`config.mk`:
```
export PLATFORM = sky130hd
export DESIGN_NAME = shape_label_vote_filter
export DESIGN_NICKNAME = d
export VERILOG_FILES = /design/src/rtl/slvf_pkg.sv /design/src/rtl/shape_label_vote_filter.sv /design/src/rtl/slvf_classify.sv /design/src/rtl/slvf_vote.sv
export SDC_FILE = /design/constraint.sdc
export NUM_CORES = 1
export LEC_CHECK = 0
export BUFFER_PORTS_ARGS = -buffer_cell sky130_fd_sc_hd__buf_2
export CORE_ASPECT_RATIO = 1.25
export CORE_UTILIZATION = 40
export DETAILED_ROUTE_END_ITERATION = 16
export GPL_TIMING_DRIVEN = 0
export PLACE_DENSITY = 0.69
export REMOVE_ABC_BUFFERS = 1
export SYNTH_ARGS = -nofsm -noshare
export SYNTH_HDL_FRONTEND = slang
export SYNTH_SLANG_ARGS = --single-unit
export TNS_END_PERCENT = 50
```
`constraint.sdc`:
```
create_clock -name clk -period 5.1 [get_ports clk]
set_clock_uncertainty 0.1 [all_clocks]
set_input_delay 1.02 -clock clk [delete_from_list [all_inputs] [get_ports clk]]
set_output_delay 1.02 -clock clk [all_outputs]
set_load 0.01 [all_outputs]
```
`src/rtl/slvf_pkg.sv`:
```
// Shared types, field layout and register codes for the shape label vote filter.
package slvf_pkg;

	localparam int NUM_CLASSES = 4;
	localparam int PROB_W = 16;
	localparam int POSE_W = 17;
	localparam int VOTE_CFG_W = 3;
	localparam int CFG_IDX_W = 3;
	localparam int CFG_DATA_W = 17;
	localparam int IN_DATA_W = 104;
	localparam int OUT_DATA_W = 8;
	localparam int ALPHA_LSB = NUM_CLASSES * PROB_W;
	localparam int BETA_LSB = ALPHA_LSB + POSE_W;

	typedef logic [PROB_W-1:0] prob_t;
	typedef logic signed [POSE_W-1:0] pose_t;
	typedef logic [NUM_CLASSES-1:0] class_vec_t;
	typedef logic [VOTE_CFG_W-1:0] votes_cfg_t;

	typedef enum logic [1:0] {
		STATUS_FOUND = 2'd0,
		STATUS_NONE  = 2'd1,
		STATUS_POSE  = 2'd2
	} status_t;

	typedef struct packed {
		class_vec_t raw;
		logic       pose_ok;
	} class_res_t;

	localparam logic [CFG_IDX_W-1:0] REG_THRESH_ELLIPSE  = 3'd0;
	localparam logic [CFG_IDX_W-1:0] REG_THRESH_ROUND    = 3'd1;
	localparam logic [CFG_IDX_W-1:0] REG_THRESH_SQUARE   = 3'd2;
	localparam logic [CFG_IDX_W-1:0] REG_THRESH_TRIANGLE = 3'd3;
	localparam logic [CFG_IDX_W-1:0] REG_POSE_LIMIT      = 3'd4;
	localparam logic [CFG_IDX_W-1:0] REG_MIN_VOTES       = 3'd5;

	localparam prob_t RST_THRESH_ELLIPSE  = 16'd45875;
	localparam prob_t RST_THRESH_ROUND    = 16'd45875;
	localparam prob_t RST_THRESH_SQUARE   = 16'd49152;
	localparam prob_t RST_THRESH_TRIANGLE = 16'd58982;
	localparam pose_t RST_POSE_LIMIT      = 17'sd7680;
	localparam votes_cfg_t RST_MIN_VOTES  = 3'd2;

endpackage

```
`src/rtl/shape_label_vote_filter.sv`:
```
// Top level: k-of-n vote filter for face shape labels over a sliding frame window.
// A face beat accepted into the input register moves on to the result register once that one is free or being read.
// Throughput: one beat per cycle while the output is not stalled; the input register and result register overlap items.
// A no-face beat clears the history in its compute cycle and produces no result beat.
// Reset clears the history, the fill count and both valid flags, and loads register defaults.
module shape_label_vote_filter
	import slvf_pkg::*;
#(
	parameter int WINDOW = 5
) (
	input  logic                  clk,
	input  logic                  arst_n,
	input  logic                  s_tvalid,
	output logic                  s_tready,
	// prob_ellipse, prob_round, prob_square, prob_triangle, pose_alpha, pose_beta, zero fill
	input  logic [IN_DATA_W-1:0]  s_tdata,
	// func
	input  logic [0:0]            s_tuser,
	output logic                  m_tvalid,
	input  logic                  m_tready,
	// label_ellipse, label_round, label_square, label_triangle, status, zero fill
	output logic [OUT_DATA_W-1:0] m_tdata,
	input  logic                  cfg_valid,
	output logic                  cfg_ready,
	input  logic [CFG_IDX_W-1:0]  cfg_index,
	input  logic [CFG_DATA_W-1:0] cfg_data
);

	prob_t      thresh_q [NUM_CLASSES];
	pose_t      pose_limit_q;
	votes_cfg_t min_votes_q;

	logic       valid_s1;
	logic       func_s1;
	prob_t      prob_s1 [NUM_CLASSES];
	pose_t      alpha_s1;
	pose_t      beta_s1;

	logic                  out_valid_q;
	logic [OUT_DATA_W-1:0] out_data_q;

	logic       advance;
	class_res_t cls;
	class_vec_t labels;
	status_t    status;

	assign cfg_ready = 1'b1;
	assign advance = valid_s1 && (!out_valid_q || m_tready);
	assign s_tready = !valid_s1 || advance;
	assign m_tvalid = out_valid_q;
	assign m_tdata = out_data_q;

	always_ff @(posedge clk or negedge arst_n) begin
		if (!arst_n) begin
			thresh_q[0] <= RST_THRESH_ELLIPSE;
			thresh_q[1] <= RST_THRESH_ROUND;
			thresh_q[2] <= RST_THRESH_SQUARE;
			thresh_q[3] <= RST_THRESH_TRIANGLE;
			pose_limit_q <= RST_POSE_LIMIT;
			min_votes_q <= RST_MIN_VOTES;
		end else if (cfg_valid) begin
			unique case (cfg_index)
				REG_THRESH_ELLIPSE: thresh_q[0] <= cfg_data[PROB_W-1:0];
				REG_THRESH_ROUND: thresh_q[1] <= cfg_data[PROB_W-1:0];
				REG_THRESH_SQUARE: thresh_q[2] <= cfg_data[PROB_W-1:0];
				REG_THRESH_TRIANGLE: thresh_q[3] <= cfg_data[PROB_W-1:0];
				REG_POSE_LIMIT: pose_limit_q <= pose_t'(cfg_data);
				REG_MIN_VOTES: min_votes_q <= cfg_data[VOTE_CFG_W-1:0];
				default: ;
			endcase
		end
	end

	always_ff @(posedge clk or negedge arst_n) begin
		if (!arst_n) begin
			valid_s1 <= 1'b0;
		end else if (s_tready) begin
			valid_s1 <= s_tvalid;
		end
	end

	always_ff @(posedge clk) begin
		if (s_tvalid && s_tready) begin
			func_s1 <= s_tuser[0];
			for (int c = 0; c < NUM_CLASSES; c++) begin
				prob_s1[c] <= s_tdata[c*PROB_W +: PROB_W];
			end
			alpha_s1 <= s_tdata[ALPHA_LSB +: POSE_W];
			beta_s1 <= s_tdata[BETA_LSB +: POSE_W];
		end
	end

	slvf_classify u_classify (
		.prob       (prob_s1),
		.thresh     (thresh_q),
		.pose_alpha (alpha_s1),
		.pose_beta  (beta_s1),
		.pose_limit (pose_limit_q),
		.res        (cls)
	);

	slvf_vote #(
		.WINDOW (WINDOW)
	) u_vote (
		.clk       (clk),
		.arst_n    (arst_n),
		.upd       (advance && !func_s1),
		.clr       (advance && func_s1),
		.raw       (cls.raw),
		.min_votes (min_votes_q),
		.labels    (labels)
	);

	always_comb begin
		if (!cls.pose_ok) begin
			status = STATUS_POSE;
		end else if (labels != '0) begin
			status = STATUS_FOUND;
		end else begin
			status = STATUS_NONE;
		end
	end

	always_ff @(posedge clk or negedge arst_n) begin
		if (!arst_n) begin
			out_valid_q <= 1'b0;
		end else if (advance && !func_s1) begin
			out_valid_q <= 1'b1;
		end else if (m_tready) begin
			out_valid_q <= 1'b0;
		end
	end

	always_ff @(posedge clk) begin
		if (advance && !func_s1) begin
			out_data_q <= {(OUT_DATA_W - NUM_CLASSES - 2)'(0), status, labels};
		end
	end

endmodule

```
`src/rtl/slvf_classify.sv`:
```
// Threshold compare of the class probabilities and pose range check.
module slvf_classify
	import slvf_pkg::*;
(
	input  prob_t      prob [NUM_CLASSES],
	input  prob_t      thresh [NUM_CLASSES],
	input  pose_t      pose_alpha,
	input  pose_t      pose_beta,
	input  pose_t      pose_limit,
	output class_res_t res
);

	always_comb begin
		for (int c = 0; c < NUM_CLASSES; c++) begin
			res.raw[c] = prob[c] > thresh[c];
		end
		res.pose_ok = (pose_alpha < pose_limit) && (pose_beta < pose_limit);
	end

endmodule

```
`src/rtl/slvf_vote.sv`:
```
// Frame history, per-class vote count and label decision.
module slvf_vote
	import slvf_pkg::*;
#(
	parameter int WINDOW = 5
) (
	input  logic       clk,
	input  logic       arst_n,
	input  logic       upd,
	input  logic       clr,
	input  class_vec_t raw,
	input  votes_cfg_t min_votes,
	output class_vec_t labels
);

	localparam int FW = $clog2(WINDOW + 1);
	localparam int CMP_W = (FW > VOTE_CFG_W) ? FW : VOTE_CFG_W;

	class_vec_t hist_q [WINDOW];
	class_vec_t hist_next [WINDOW];
	logic [FW-1:0] fill_q;
	logic [FW-1:0] fill_next;
	logic [FW-1:0] votes [NUM_CLASSES];
	class_vec_t voted;

	always_comb begin
		hist_next[0] = raw;
		for (int k = 1; k < WINDOW; k++) begin
			hist_next[k] = hist_q[k-1];
		end
		fill_next = (fill_q == FW'(WINDOW)) ? fill_q : fill_q + 1'b1;
		for (int c = 0; c < NUM_CLASSES; c++) begin
			votes[c] = '0;
			for (int k = 0; k < WINDOW; k++) begin
				votes[c] = votes[c] + FW'(hist_next[k][c]);
			end
			voted[c] = CMP_W'(votes[c]) >= CMP_W'(min_votes);
		end
		labels = ((voted == '0) && (fill_next == FW'(1))) ? raw : voted;
	end

	always_ff @(posedge clk or negedge arst_n) begin
		if (!arst_n) begin
			fill_q <= '0;
			for (int k = 0; k < WINDOW; k++) begin
				hist_q[k] <= '0;
			end
		end else if (clr) begin
			fill_q <= '0;
			for (int k = 0; k < WINDOW; k++) begin
				hist_q[k] <= '0;
			end
		end else if (upd) begin
			fill_q <= fill_next;
			for (int k = 0; k < WINDOW; k++) begin
				hist_q[k] <= hist_next[k];
			end
		end
	end

endmodule

```
# After elaboration in Yosys (flattened, before gate mapping)
# Cells that the tools add are included.
[totals]
reg_bits = 210
in_bits = 130
out_inout_bits = 11
[op_classes]
n_addsub = 17
magnitude_cmp = 10
eq_ne = 7
n_mux = 9
reduce_logical = 22
[op_table]
columns = ["op", "n"]
rows = [
  ["$gt 16x16->1", 4],
  ["$mux 20", 2],
  ["$add 3x1->3", 12],
  ["$lt 17x17->1", 2],
  ["$ge 3x3->1", 4],
  ["$reduce_and 2->1", 6],
  ["$eq 3x3->1 const B", 3],
  ["$mux 3", 3],
  ["$add 1x1->2", 4],
  ["$eq 3x1->1 const B", 2],
  ["$eq 3x2->1 const B", 2],
  ["$logic_and 1x1->1", 6],
  ["$logic_not 4->1", 1],
  ["$mux 4", 1],
  ["$reduce_bool 2->1", 2],
  ["$reduce_bool 4->1", 1],
  ["$add 3x1->3 const B", 1],
  ["$logic_not 1->1", 3],
  ["$logic_not 3->1", 1],
  ["$mux 1", 3],
  ["$logic_or 1x1->1", 2],
]

# Longest topological paths before layout
# Gate-level depths: netlist of run 1.
[depth]
word_depth = 11
depth_mapped = 22

# Hierarchy
# Synthesis of run 1 repeated with hierarchy kept, for this count alone.
[unflattened]
cells_unflattened = 765
hier_area_um2 = 10457.5
[modules_own_cells]
columns = ["module", "instances", "cells_per_inst", "area_each_um2", "seq_area_each_um2"]
rows = [
  ["shape_label_vote_filter", 1, 305, 6666.4, 5347.6],
  ["slvf_classify", 1, 320, 2357.3, 0.0],
  ["slvf_vote", 1, 140, 1433.9, 475.5],
]

# Worst setup path before layout of run 1
# No wires, ideal clock.
[synth_timing]
kind = "register to register"
start = "reg thresh_q[9] (netlist name)"
end = "reg out_data_q[4] (netlist: m_tdata[4]), data pin"
arrival_ps = 4087
required_time_ps = 4727
path_slack_ps = 641
path_stages_with_launch = 22
period_less_slack_ps = 4459
cell_sequence = "dfstp_2 inv_1 ha_1 a21o_1 nand3_2 a21oi_2 a2111oi_2 a21oi_1 ha_1 inv_1 fa_1 inv_1 ha_1 fa_1 ha_1 a21oi_1 o21ai_0 a211oi_1 and3_1 inv_1 o21ai_1 nor4_2"
[synth_via]
elab_chain_len = 11
[synth_rtl]
columns = ["element", "line", "source"]
rows = [
  ["from (decl)", "shape_label_vote_filter.sv:29", "prob_t thresh_q [NUM_CLASSES];"],
  ["$gt 16x16->1", "slvf_classify.sv:15", "res.raw[c] = prob[c] > thresh[c];"],
  ["$add 1x1->2", "slvf_vote.sv:35", "votes[c] = votes[c] + FW'(hist_next[k][c]);"],
  ["$add 3x1->3 (3 in series)", "slvf_vote.sv:35", ""],
  ["$ge 3x3->1", "slvf_vote.sv:37", "voted[c] = CMP_W'(votes[c]) >= CMP_W'(min_votes);"],
  ["$logic_not 4->1", "slvf_vote.sv:39", "labels = ((voted == '0) && (fill_next == FW'(1))) ? raw : voted;"],
  ["$logic_and 1x1->1", "slvf_vote.sv:39", ""],
  ["$mux 4", "slvf_vote.sv:39", ""],
  ["via labels[2]", "shape_label_vote_filter.sv:44", "class_vec_t labels;"],
  ["$reduce_bool 4->1", "shape_label_vote_filter.sv:117", "end else if (labels != '0) begin"],
  ["$mux 1", "shape_label_vote_filter.sv:117", ""],
  ["to (signal assigned)", "shape_label_vote_filter.sv:136", "out_data_q <= {(OUT_DATA_W - NUM_CLASSES - 2)'(0), status, labels};"],
  ["to (decl)", "shape_label_vote_filter.sv:40", "logic [OUT_DATA_W-1:0] out_data_q;"],
]
# The timed path passes the listed nets, and every way through them passes these cells.
# A chain may end at the register's enable or synchronous reset.

# Worst setup path after layout of run 1
[layout_timing]
start = "reg thresh_q[57] (netlist name)"
end = "reg out_data_q[4] (netlist: m_tdata[4]), data pin"
# Same word-level chain as after synthesis.

==> impl_metrics.yaml, run 1 <==
status:
  outcome: "finished, final reports clean"
place:
  gp_routability_congestion: 0.784
  post-place-cells: 1285
  count_of_input_and_output_buffers: 131
  dp_hpwl_um: 15500
synthesis:
  synth.ff_latch_count: 210
  synth.distinct_cells: 55
  avgSynthCellArea_sq_um: 12.1
  synth-seq-area-share_pct: 57.3
  synthesized_area_fraction_occupied_by_ao_oa_aoi_and_oai_cells_pct: 11.2
  share_of_the_synthesized_netlist_area_taken_by_xor_and_xnor_gates_pct: 0
  synthCells: 839
  synth_largest_type_area_fraction_pct: 31.0
  synth_async_sr_flop_share_pct: 50.0
  commonest_register_cell_after_synthesis: "edfxtp_1"
  multiplexer_share_of_the_synthesized_area_pct: 2.65
  cell_type_with_the_highest_aggregate_area_in_the_netlist: "edfxtp_1"
  synth.area.top_cells: "edfxtp_1, dfrtp_1, ha_1, dfstp_2, inv_1"
  yosysWarnings: 0
  synth_top_family_by_area: "adder cells"
  synth_fa_ha_area_share_pct: 16.1
  synth-simple-area-share_pct: 7.52
  post_synth_instance_area_sq_mm: 0.0102
  synth-edff-count: 105
final_layout:
  layout_cell_share_with_drive_strength_beyond_1_pct: 25.1
  regArea_sq_mm: 0.00582
  fillCellCount: 2168
  multiInputGateArea_sq_mm: 0.00387
  final_util_pct: 48.8
  nNetsFinal: 1238
  area_delta_synth_final_pct: 19.0
  antenna_cells_inserted: 0
  fin_cells: 1330
timing:
  final-hold-violation-count: 0
  maxSlewHeadroom_pct: 35.1
  min_period_over_period_pct: 96.4
  setup-violations-final: 0
  layout_min_cycle_time_ns: 4.92
  worst_pin_slew_ns: 0.969
  achievable-frequency_mhz: 203
  slew_viol_final: 0
  setup_tns_ns: 0
global_routing:
  largest_net_degree_at_the_start_of_global_routing: 68
  gr-usage-all-layers_pct: 17.4
  grt_pass1_wl_um: 34300
  antenna_violations_before_repair: 3
  grt-ovfl-total: 0
  grt_pass1_vias: 6627
die:
  die_area_sq_mm: 0.0260
  die_height_um: 180
  core_sq_mm: 0.0247
  floorplan.rows: 64
  die_x_um: 145
  floorplan.io_pins: 141
  initial_core_util_pct: 41.0
power:
  static_leak_nw: 5.46
  worst_ir_drop_vdd_mv: 0.281
  power_per_cell_area_mw_per_mm2: 406
worst_setup_path:
  crit_slowest_cell: "dfstp_2"
  cp_data_required_time_ns: 5.26
  setup.worst_path.end_class: "register"
  timing.setup.critical_path_class: "register to register"
  path_cells: "inv_1, ha_1, nand4_1, nor4_2, a21boi_1, o31a_1, ha_1, inv_1, fa_1, inv_1, ha_1, fa_1, ha_1, nand2_1, o21ai_1, nor4bb_1, and3_1, inv_1, o21ai_1, nor4_2"
  cp_max_fo: 4
  timing.critical_path.from_type: "register"
  critical_path.max_stage_delay_ns: 0.52
  worst-endpoint-arrival_ns: 5.07
  critPathBufInv: 4
  cp_top_family: "adder cells"
clock_network:
  htree_levels: 1
  postCtsHoldBufs: 0
  numClockSinks: 210
  clock-root-buffer: "clkbuf_16"
  path_clk_slew_ns: 0.06
  cts_buffers: 24
  clock_latency_ns: 0.51
  tritoncts_clock_tree: "done"
  clockBufferDepth: 3
flow_run:
  cap_viol_max_count: 0
route:
  remaining_drc_errors: 0
  post_drt_wl_per_cell_um: 16.1
  detail_route.wirelength_um: 21400
  first_pass_detailed_route_iteration_total: 4
  route.vias.total: 6566
  ant_nets: 0
  post_drt_via_cell_ratio: 4.94
  drt_iter0_markers: 329
worst_hold_path:
  min_path_type: "primary input to async pin"
[synthesized netlist by cell type, types with 3 or more instances]
cell type and instances:
o31ai_1 4, and2_1 3, a21o_1 14, edfxtp_1 105
nor2_1 10, buf_4 3, ha_1 118, dfstp_2 34
a41o_1 8, dfrtp_1 71, fa_1 8, clkbuf_1 16
a21oi_1 51, inv_1 111, mux2_2 23, o21ai_0 75
nand2_1 85, nor4_1 3, a2111oi_2 3, nand4_1 17
nand3_1 6, nor2b_1 9, a22o_1 6, o21ai_1 6
nand2b_1 7
[layout make-up]
| cell class | count | area share [%] |
|---|---|---|
| Clock inverter | 7 | 0.518 |
| Inverter | 113 | 3.51 |
| Sequential cell | 210 | 48.2 |
| Clock buffer | 37 | 6.06 |
| Multi-Input combinational cell | 495 | 32.0 |
| Timing Repair Buffer | 138 | 6.32 |
| Tap cell | 330 | 3.42 |
[metal layers]
metal  wire length, um  track usage [%]  share of wire, %  up-vias
li1                  -                -                 -     3243
met1              9180             22.1                43     3099
met2             10500             29.8                49      179
met3              1070             3.08               5.0       41
met4               561             5.14               2.6        4
met5                24                0              0.11        -
[metrics by stage]
stage          total power, W  instance area, sq um  worst slack, ns  hold WS, ns
6_report              0.00491                 12100            0.184        0.392
5_1_grt               0.00524                 12100         -0.00508        0.418
4_1_cts               0.00496                 12000           0.0872        0.397
3_5_place_dp          0.00325                 11200           0.0946        0.394
3_3_place_gp          0.00319                 11100           -0.103        0.391
2_1_floorplan         0.00291                 10100            0.641        0.378
[state kept, by name, indices dropped and copies added, names as in the netlist]
signal	count
u_vote.hist_next	16
m_tdata	6
prob_s1	64
min_votes_q	3
m_tvalid	1
pose_limit_q	17
thresh_q	64
u_vote.fill_q	3
alpha_s1	17
valid_s1	1
beta_s1	17
func_s1	1
[worst register-to-register path, stage by stage, from the launching register on]
cell and delay, ns:
dfstp_2 0.52, inv_1 0.05, ha_1 0.29, nand4_1 0.16, nor4_2 0.38, a21boi_1 0.21
o31a_1 0.24, ha_1 0.26, inv_1 0.07, fa_1 0.40, inv_1 0.07, ha_1 0.16
fa_1 0.43, ha_1 0.30, nand2_1 0.08, o21ai_1 0.08, nor4bb_1 0.30, and3_1 0.28
inv_1 0.05, o21ai_1 0.20, nor4_2 0.07
[path summary, 6_finish.rpt]
path,endpoint,cells past startpoint,slack (ns),from
max reg2reg,m_tdata[4]$_SDFFCE_PN0P_,20,0.18,thresh_q[57]$_DFFE_PN1P_
max in group asynchronous,thresh_q[57]$_DFFE_PN1P_,2,3.70,arst_n
min,thresh_q[0]$_DFFE_PN0P_,1,0.39,arst_n
max,m_tdata[4]$_SDFFCE_PN0P_,20,0.18,thresh_q[57]$_DFFE_PN1P_
min reg2reg,thresh_q[44]$_DFFE_PN1P_,2,0.40,thresh_q[44]$_DFFE_PN1P_
min in group clk,thresh_q[44]$_DFFE_PN1P_,2,0.40,thresh_q[44]$_DFFE_PN1P_
[power breakdown]
group	switching [W]	leakage [nW]	internal, W	total [W]
clock network	0.000647	0.383	0.00104	0.00168
logic	0.000607	2.82	0.000456	0.00106
registers	0.0000940	2.26	0.00207	0.00216
total	0.00135	5.46	0.00356	0.00491
[cell families (layout without fill, tap and decap cells)]
family,after synthesis,after routing
and+or+nand+nor,155,155
muxes,24,24
DFF,210,210
adders and majority gates,126,126
AOI/OAI and AO/OA,187,187
buffers and inverters,135,295
other,2,3
[placed cells by master (no fill, tap or decap), types with 14 or more instances in the layout]
cell type and count:
a21o_1 14, a21oi_1 49, buf_2 131, clkbuf_16 26
dfrtp_1 71, dfstp_2 34, edfxtp_1 105, ha_1 118
inv_1 111, mux2_2 23, nand2_1 85, nand4_1 17
o21ai_0 75
[what timing repair did]
item	4_1_cts	5_1_grt
buffers inserted	0	1
setup endpoints to repair	0	3
resized for setup	0	8
No activity file was read; power rests on OpenSTA's default activity.
==> run 2: changes to the inputs <==
Settings changed: SYNTH_HIERARCHICAL set to 1.
==> run 2 against run 1 <==
  * Power rose by 0.51%
  * Sequential power is 3% higher
  * Clock power shrank 9%
  * Die area increased by 2.9%
  * Final cell count is 5.0% lower
  * Non-clock buffer count shrank 2
  * Hold slack improved by 0.011 ns
  * Via count is 4.9% lower
  * Critical path depth fell by 1
  * Critical path type unchanged
  * Critical endpoint unchanged
  * Largest cell class unchanged
  * Largest power group unchanged
==> impl_metrics.yaml, run 2 <==
synthesis:
  commonest_register_cell_after_synthesis: "edfxtp_1"
  synth-edff-count: 105
  yosysWarnings: 6
  cell_type_with_the_highest_aggregate_area_in_the_netlist: "edfxtp_1"
  synth.distinct_cells: 54
  most_numerous_cell_in_the_yosys_netlist: "ha_1"
  synth_largest_type_area_fraction_pct: 30.2
  synth.ff_latch_count: 210
  synth_async_sr_flop_share_pct: 50.0
  synth.area.top_cells: "edfxtp_1, dfrtp_1, ha_1, dfstp_2, mux2_2"
  post_synth_instance_area_sq_mm: 0.0105
  avgSynthCellArea_sq_um: 13.7
  synthCells: 765
  synthTopCellsByCount: "ha_1, inv_1, edfxtp_1"
  synth-seq-area-share_pct: 55.7
timing:
  setup-violations-final: 0
  final-hold-violation-count: 0
  maxSlewHeadroom_pct: 27.6
  achievable-frequency_mhz: 204
  setup_tns_ns: 0
  worst_pin_slew_ns: 1.08
  slew_viol_final: 0
  min_period_over_period_pct: 96.3
  final.setup.worst_slack_ns: 0.187
  layout_min_cycle_time_ns: 4.91
worst_hold_path:
  min_path_type: "register to register"
  worstHoldStart: "func_s1$_DFFE_PP_"
  worst_hold_path.endpoint: "m_tvalid$_DFFE_PN0P_"
  worst_hold_path.num_cells: 1
clock_network:
  clock_latency_ns: 0.51
  clock-root-buffer: "clkbuf_16"
  numClockSinks: 210
  path_clk_slew_ns: 0.06
  htree_levels: 1
  clockBufferDepth: 3
  postCtsHoldBufs: 0
  tritoncts_clock_tree: "done"
  cts_buffers: 23
final_layout:
  most-common-layout-cells: "buf_2, ha_1, inv_1, edfxtp_1, dfrtp_1"
  layout_cell_share_with_drive_strength_beyond_1_pct: 32.9
  area_delta_synth_final_pct: 16.8
  fillCellCount: 2248
  regArea_sq_mm: 0.00582
  multiInputGateArea_sq_mm: 0.00412
  final_design_area_no_fill_sq_mm: 0.0122
  fin_cells: 1264
  most_common_cell_after_layout_fill_and_taps_aside: "buf_2"
  nNetsFinal: 1165
  reg.largest.list: "prob_s1: 64 flops, thresh_q: 64 flops"
global_routing:
  grt_pass1_wl_um: 33100
  gr-usage-all-layers_pct: 16.0
  largest_net_degree_at_the_start_of_global_routing: 64
  grt_pass1_vias: 6329
  grt-ovfl-total: 0
  antenna_violations_before_repair: 1
place:
  post-place-cells: 1221
  gp_routability_congestion: 0.768
  dp_hpwl_um: 15300
  dp_worst_setup_slack_ns: 0.0465
  place_area_sq_mm: 0.0115
  count_of_input_and_output_buffers: 131
route:
  route.vias.total: 6244
  post_drt_wl_per_cell_um: 16.8
  post_drt_via_cell_ratio: 4.94
  remaining_drc_errors: 0
  ant_nets: 0
  detail_route.wirelength_um: 21300
  drt_iter0_markers: 244
  first_pass_detailed_route_iteration_total: 5
worst_setup_path:
  cp_max_fo: 3
  worstReg2RegEnd: "m_tdata[4]$_SDFFCE_PN0P_"
  timing.setup.critical_path_class: "register to register"
  setup.worst_path.end_class: "register"
  r2r_setup_slack_ns: 0.19
  cp_data_required_time_ns: 5.36
  r2r_cells: 19
  timing.critical_path.from_type: "register"
  worst-endpoint-arrival_ns: 5.17
  worst_r2r_startpoint: "thresh_q[9]$_DFFE_PN1P_"
die:
  die_x_um: 147
  die_height_um: 183
  die_area_sq_mm: 0.0268
  core_sq_mm: 0.0255
  floorplan.rows: 65
  floorplan.io_pins: 141
  initial_core_util_pct: 41.1
power:
  power_per_cell_area_mw_per_mm2: 404
  worst_ir_drop_vdd_mv: 0.274
  static_leak_nw: 5.62
status:
  outcome: "finished, final reports clean"
flow_run:
  cap_viol_max_count: 0
## run 2: cell types whose count changed after synthesis, moves of 6 or more
cell / previous run / this run
a211oi_1: 2 / 8
a21o_1: 14 / 23
a21oi_1: 51 / 29
a22o_1: 6 / 0
a41o_1: 8 / 1
buf_6: 0 / 6
clkbuf_1: 16 / 1
mux2_2: 23 / 57
mux2_4: 0 / 27
mux2i_1: 1 / 18
nand2_1: 85 / 10
nor2_1: 10 / 33
nor2b_1: 9 / 15
o21ai_0: 75 / 9
## run 2: worst max path at each step
stage                                        from                        to  slack (ns)  depth (start not counted)
final                     thresh_q[9]$_DFFE_PN1P_  m_tdata[4]$_SDFFCE_PN0P_        0.19                         19
after global routing      thresh_q[9]$_DFFE_PN1P_  m_tdata[4]$_SDFFCE_PN0P_      -0.003                         19
after CTS                 thresh_q[9]$_DFFE_PN1P_  m_tdata[4]$_SDFFCE_PN0P_      0.0006                         19
after detailed placement  thresh_q[9]$_DFFE_PN1P_  m_tdata[4]$_SDFFCE_PN0P_        0.05                         19
after global placement                   m_tready      prob_s1[5]$_DFFE_PP_       -0.13                          3
after floorplan           thresh_q[9]$_DFFE_PN1P_  m_tdata[4]$_SDFFCE_PN0P_        0.50                         19
## run 2: timing repair
item,4_1_cts,5_1_grt
buffers inserted,0,1
resized for setup,0,8
setup endpoints to repair,0,1
## run 2: metrics by stage
stage	util (%)	hold slack (ns)	power, W
2_1_floorplan	-	0.343	0.00307
6_report	48.0	0.403	0.00494
3_5_place_dp	45.1	0.393	0.00341
5_1_grt	48.0	0.419	0.00525
4_1_cts	47.8	0.408	0.00498
3_3_place_gp	44.8	0.353	0.00336
## run 2: layout make-up
class	instances	area share, %
inverter	111	3.41
clock inverter	11	0.666
clock buffer	30	4.93
sequential	210	47.7
antenna	1	0.0205
multi-input combinational	430	33.8
timing repair buffer	136	6.09
tap	335	3.43
## run 2: routing by layer
metal | GRT usage, % | routed length [um] | share of wire (%)
met2 | 28.1 | 10400 | 49
met4 | 5.92 | 688 | 3.2
met1 | 19.9 | 9260 | 44
met3 | 2.64 | 850 | 4.0
met5 | 0 | 12 | 0.056
## run 2: where the power goes
group	leakage [nW]	switching (W)	internal, W	total (W)
Clock	0.330	0.000650	0.000880	0.00153
Sequential	2.25	0.000130	0.00209	0.00222
Combinational	3.04	0.000606	0.000583	0.00119
Total	5.62	0.00139	0.00355	0.00494
## run 2: logic make-up after synthesis
group	after synthesis	share of synthesized area [%]
multiplexers	102	11.7
AND/OR/NAND/NOR	108	5.93
XOR/XNOR	1	0.0838
adder cells (fa/ha/maj)	123	15.3
buffers and inverters	126	5.31
other	2	0.0718
AO/OA/AOI/OAI	93	5.89
flip-flops	210	55.7
## run 2: worst max-delay path, stage by stage, from the launching register on
cell and delay, ns:
dfstp_2 0.53, inv_1 0.04, ha_1 0.28, a21o_1 0.18, a21o_1 0.19, a21oi_2 0.15
nor2_1 0.07, a211oi_2 0.21, a21oi_2 0.13, ha_1 0.32, fa_1 0.45, ha_1 0.20
fa_1 0.43, ha_1 0.28, nand2_1 0.06, o21ai_2 0.19, nor3_2 0.06, a31o_1 0.24
or4_4 0.54, nor2_1 0.10
==> run 3: changes to the inputs <==
Clock period 5.1 ns to 6.3 ns, I/O delays scaled along.
==> run 3 against run 2 <==
  * Critical path depth unchanged
  * Largest power group unchanged
  * Combinational power down 21%
  * Non-clock buffer count down 1
  * Sequential share of layout area up 0.16 points
  * Utilization down 0.16 points
  * Highest routed layer unchanged
  * Register-to-register slack better by 1.0 ns
  * Routed wire length down 0.16%
  * Clock power down 19%
  * First-iteration DRC count down 1.6%
  * Clock-buffer cell count unchanged
  * Critical path type unchanged
  * Worst setup slack better by 1.0 ns
  * Hold slack about the same
==> impl_metrics.yaml, run 3 (synthesis gave the netlist of run 2 again) <==
status:
  outcome: "finished, final reports clean"
timing:
  slew_viol_final: 0
  final-hold-violation-count: 0
  layout_min_cycle_time_ns: 5.12
  setup_tns_ns: 0
  maxSlewHeadroom_pct: 26.7
  setup-violations-final: 0
  worst_pin_slew_ns: 1.09
  rsz0062_at_grt: "no"
  achievable-frequency_mhz: 195
  min_period_over_period_pct: 81.2
  final.setup.worst_slack_ns: 1.18
global_routing:
  largest_net_degree_at_the_start_of_global_routing: 64
  antenna_violations_before_repair: 1
  gr-usage-all-layers_pct: 16.0
  grt_pass1_wl_um: 33100
  grt_pass1_vias: 6329
  grt-ovfl-total: 0
worst_hold_path:
  worst_hold_path.endpoint: "m_tvalid$_DFFE_PN0P_"
  worstHoldStart: "func_s1$_DFFE_PP_"
  worst_hold_path.num_cells: 1
  min_path_type: "register to register"
die:
  floorplan.io_pins: 141
  die_area_sq_mm: 0.0268
  floorplan.rows: 65
  die_x_um: 147
  initial_core_util_pct: 41.1
  die_height_um: 183
  core_sq_mm: 0.0255
place:
  count_of_input_and_output_buffers: 131
  gp_routability_congestion: 0.768
  dp_hpwl_um: 15300
  place_area_sq_mm: 0.0115
  dp_worst_setup_slack_ns: 1.25
final_layout:
  most_common_cell_after_layout_fill_and_taps_aside: "buf_2"
  final_design_area_no_fill_sq_mm: 0.0122
  reg.largest.list: "prob_s1: 64 flops, thresh_q: 64 flops"
  area_delta_synth_final_pct: 16.4
  most-common-layout-cells: "buf_2, ha_1, inv_1, edfxtp_1, dfrtp_1"
  layout_cell_share_with_drive_strength_beyond_1_pct: 31.9
  nNetsFinal: 1164
route:
  detail_route.wirelength_um: 21200
  post_drt_via_cell_ratio: 4.93
  route.vias.total: 6227
  drt_iter0_markers: 240
  ant_nets: 0
  post_drt_wl_per_cell_um: 16.8
  remaining_drc_errors: 0
  first_pass_detailed_route_iteration_total: 5
power:
  power_per_cell_area_mw_per_mm2: 327
  worst_ir_drop_vdd_mv: 0.222
  static_leak_nw: 5.61
clock_network:
  postCtsHoldBufs: 0
  clockBufferDepth: 3
  clock_latency_ns: 0.51
  post-cts-setup-buffer-count: 0
  numClockSinks: 210
  path_clk_slew_ns: 0.06
  postCtsResizedCells: 0
  htree_levels: 1
  cts_buffers: 23
  clock-root-buffer: "clkbuf_16"
  tritoncts_clock_tree: "done"
worst_setup_path:
  worstReg2RegEnd: "m_tdata[4]$_SDFFCE_PN0P_"
  r2r_setup_slack_ns: 1.18
  timing.critical_path.from_type: "register"
  crit_slowest_cell: "or4_1"
  worst_path_most_repeated_cell: "ha_1"
  worst_r2r_startpoint: "thresh_q[9]$_DFFE_PN1P_"
  critical_path.max_stage_delay_ns: 0.57
  r2r_cells: 19
  path_cells: "inv_1, ha_1, a21o_1, a21o_1, a21oi_1, nor2_1, a211oi_1, a21oi_1, ha_1, fa_1, ha_1, fa_1, ha_1, nand2_1, o21ai_1, nor3_2, a31o_1, or4_1, nor2_1"
  cp_data_required_time_ns: 6.56
  worst-endpoint-arrival_ns: 5.38
  cp_max_fo: 3
  timing.setup.critical_path_class: "register to register"
  setup.worst_path.end_class: "register"
flow_run:
  cap_viol_max_count: 0
-- run 3: cell count changes in the layout (fill, tap and decap cells not counted), sizes merged --
cell / change
buf: -1
-- run 3: final cells by class --
| class | instances | area (sq um) |
|---|---|---|
| repair buffers | 135 | 736 |
| multi-input cells | 430 | 4090 |
| inverters | 111 | 417 |
| diodes | 1 | 2.50 |
| clock inverters | 11 | 81.3 |
| flip-flops and latches | 210 | 5820 |
| well taps | 335 | 419 |
| clock buffers | 30 | 602 |
| fillers | 2250 | 13300 |
-- run 3: power breakdown --
group / leakage [nW] / internal, W / switching (W)
registers: 2.25 / 0.00169 / 0.000106
logic: 3.03 / 0.000460 / 0.000482
clock network: 0.330 / 0.000713 / 0.000528
-- run 3: worst max-delay path by stage --
stage / from / end / slack, ns / depth (start not counted)
after CTS: thresh_q[9]$_DFFE_PN1P_ / m_tdata[4]$_SDFFCE_PN0P_ / 1.20 / 19
after global placement: m_tready / prob_s1[5]$_DFFE_PP_ / 0.83 / 3
after detailed placement: thresh_q[9]$_DFFE_PN1P_ / m_tdata[4]$_SDFFCE_PN0P_ / 1.25 / 19
final: thresh_q[9]$_DFFE_PN1P_ / m_tdata[4]$_SDFFCE_PN0P_ / 1.18 / 19
after floorplan: thresh_q[9]$_DFFE_PN1P_ / m_tdata[4]$_SDFFCE_PN0P_ / 1.70 / 19
after global routing: thresh_q[9]$_DFFE_PN1P_ / m_tdata[4]$_SDFFCE_PN0P_ / 0.97 / 19
-- run 3: worst max-delay path: cells and delay by family (launching register included) --
family,cells,cell delay (ns)
buf+inv,1,0.04
simple gates,5,0.85
compound gates,7,1.43
fa+ha+maj,6,2.01
flops,1,0.53
-- run 3: metrics by stage --
stage | std cells | hold WS, ns | power [W] | utilization, %
2_1_floorplan | 751 | 0.343 | 0.00248 | -
3_3_place_gp | 1217 | 0.353 | 0.00272 | 44.8
3_5_place_dp | 1221 | 0.393 | 0.00276 | 45.1
4_1_cts | 1262 | 0.408 | 0.00403 | 47.8
5_1_grt | 1262 | 0.419 | 0.00423 | 47.8
6_report | 1263 | 0.403 | 0.00398 | 47.8
-- run 3: metal layers --
metal	share of wire (%)	track usage [%]
met1	44	19.9
met2	49	28.1
met3	4.0	2.64
met4	3.2	5.92
met5	0.057	0
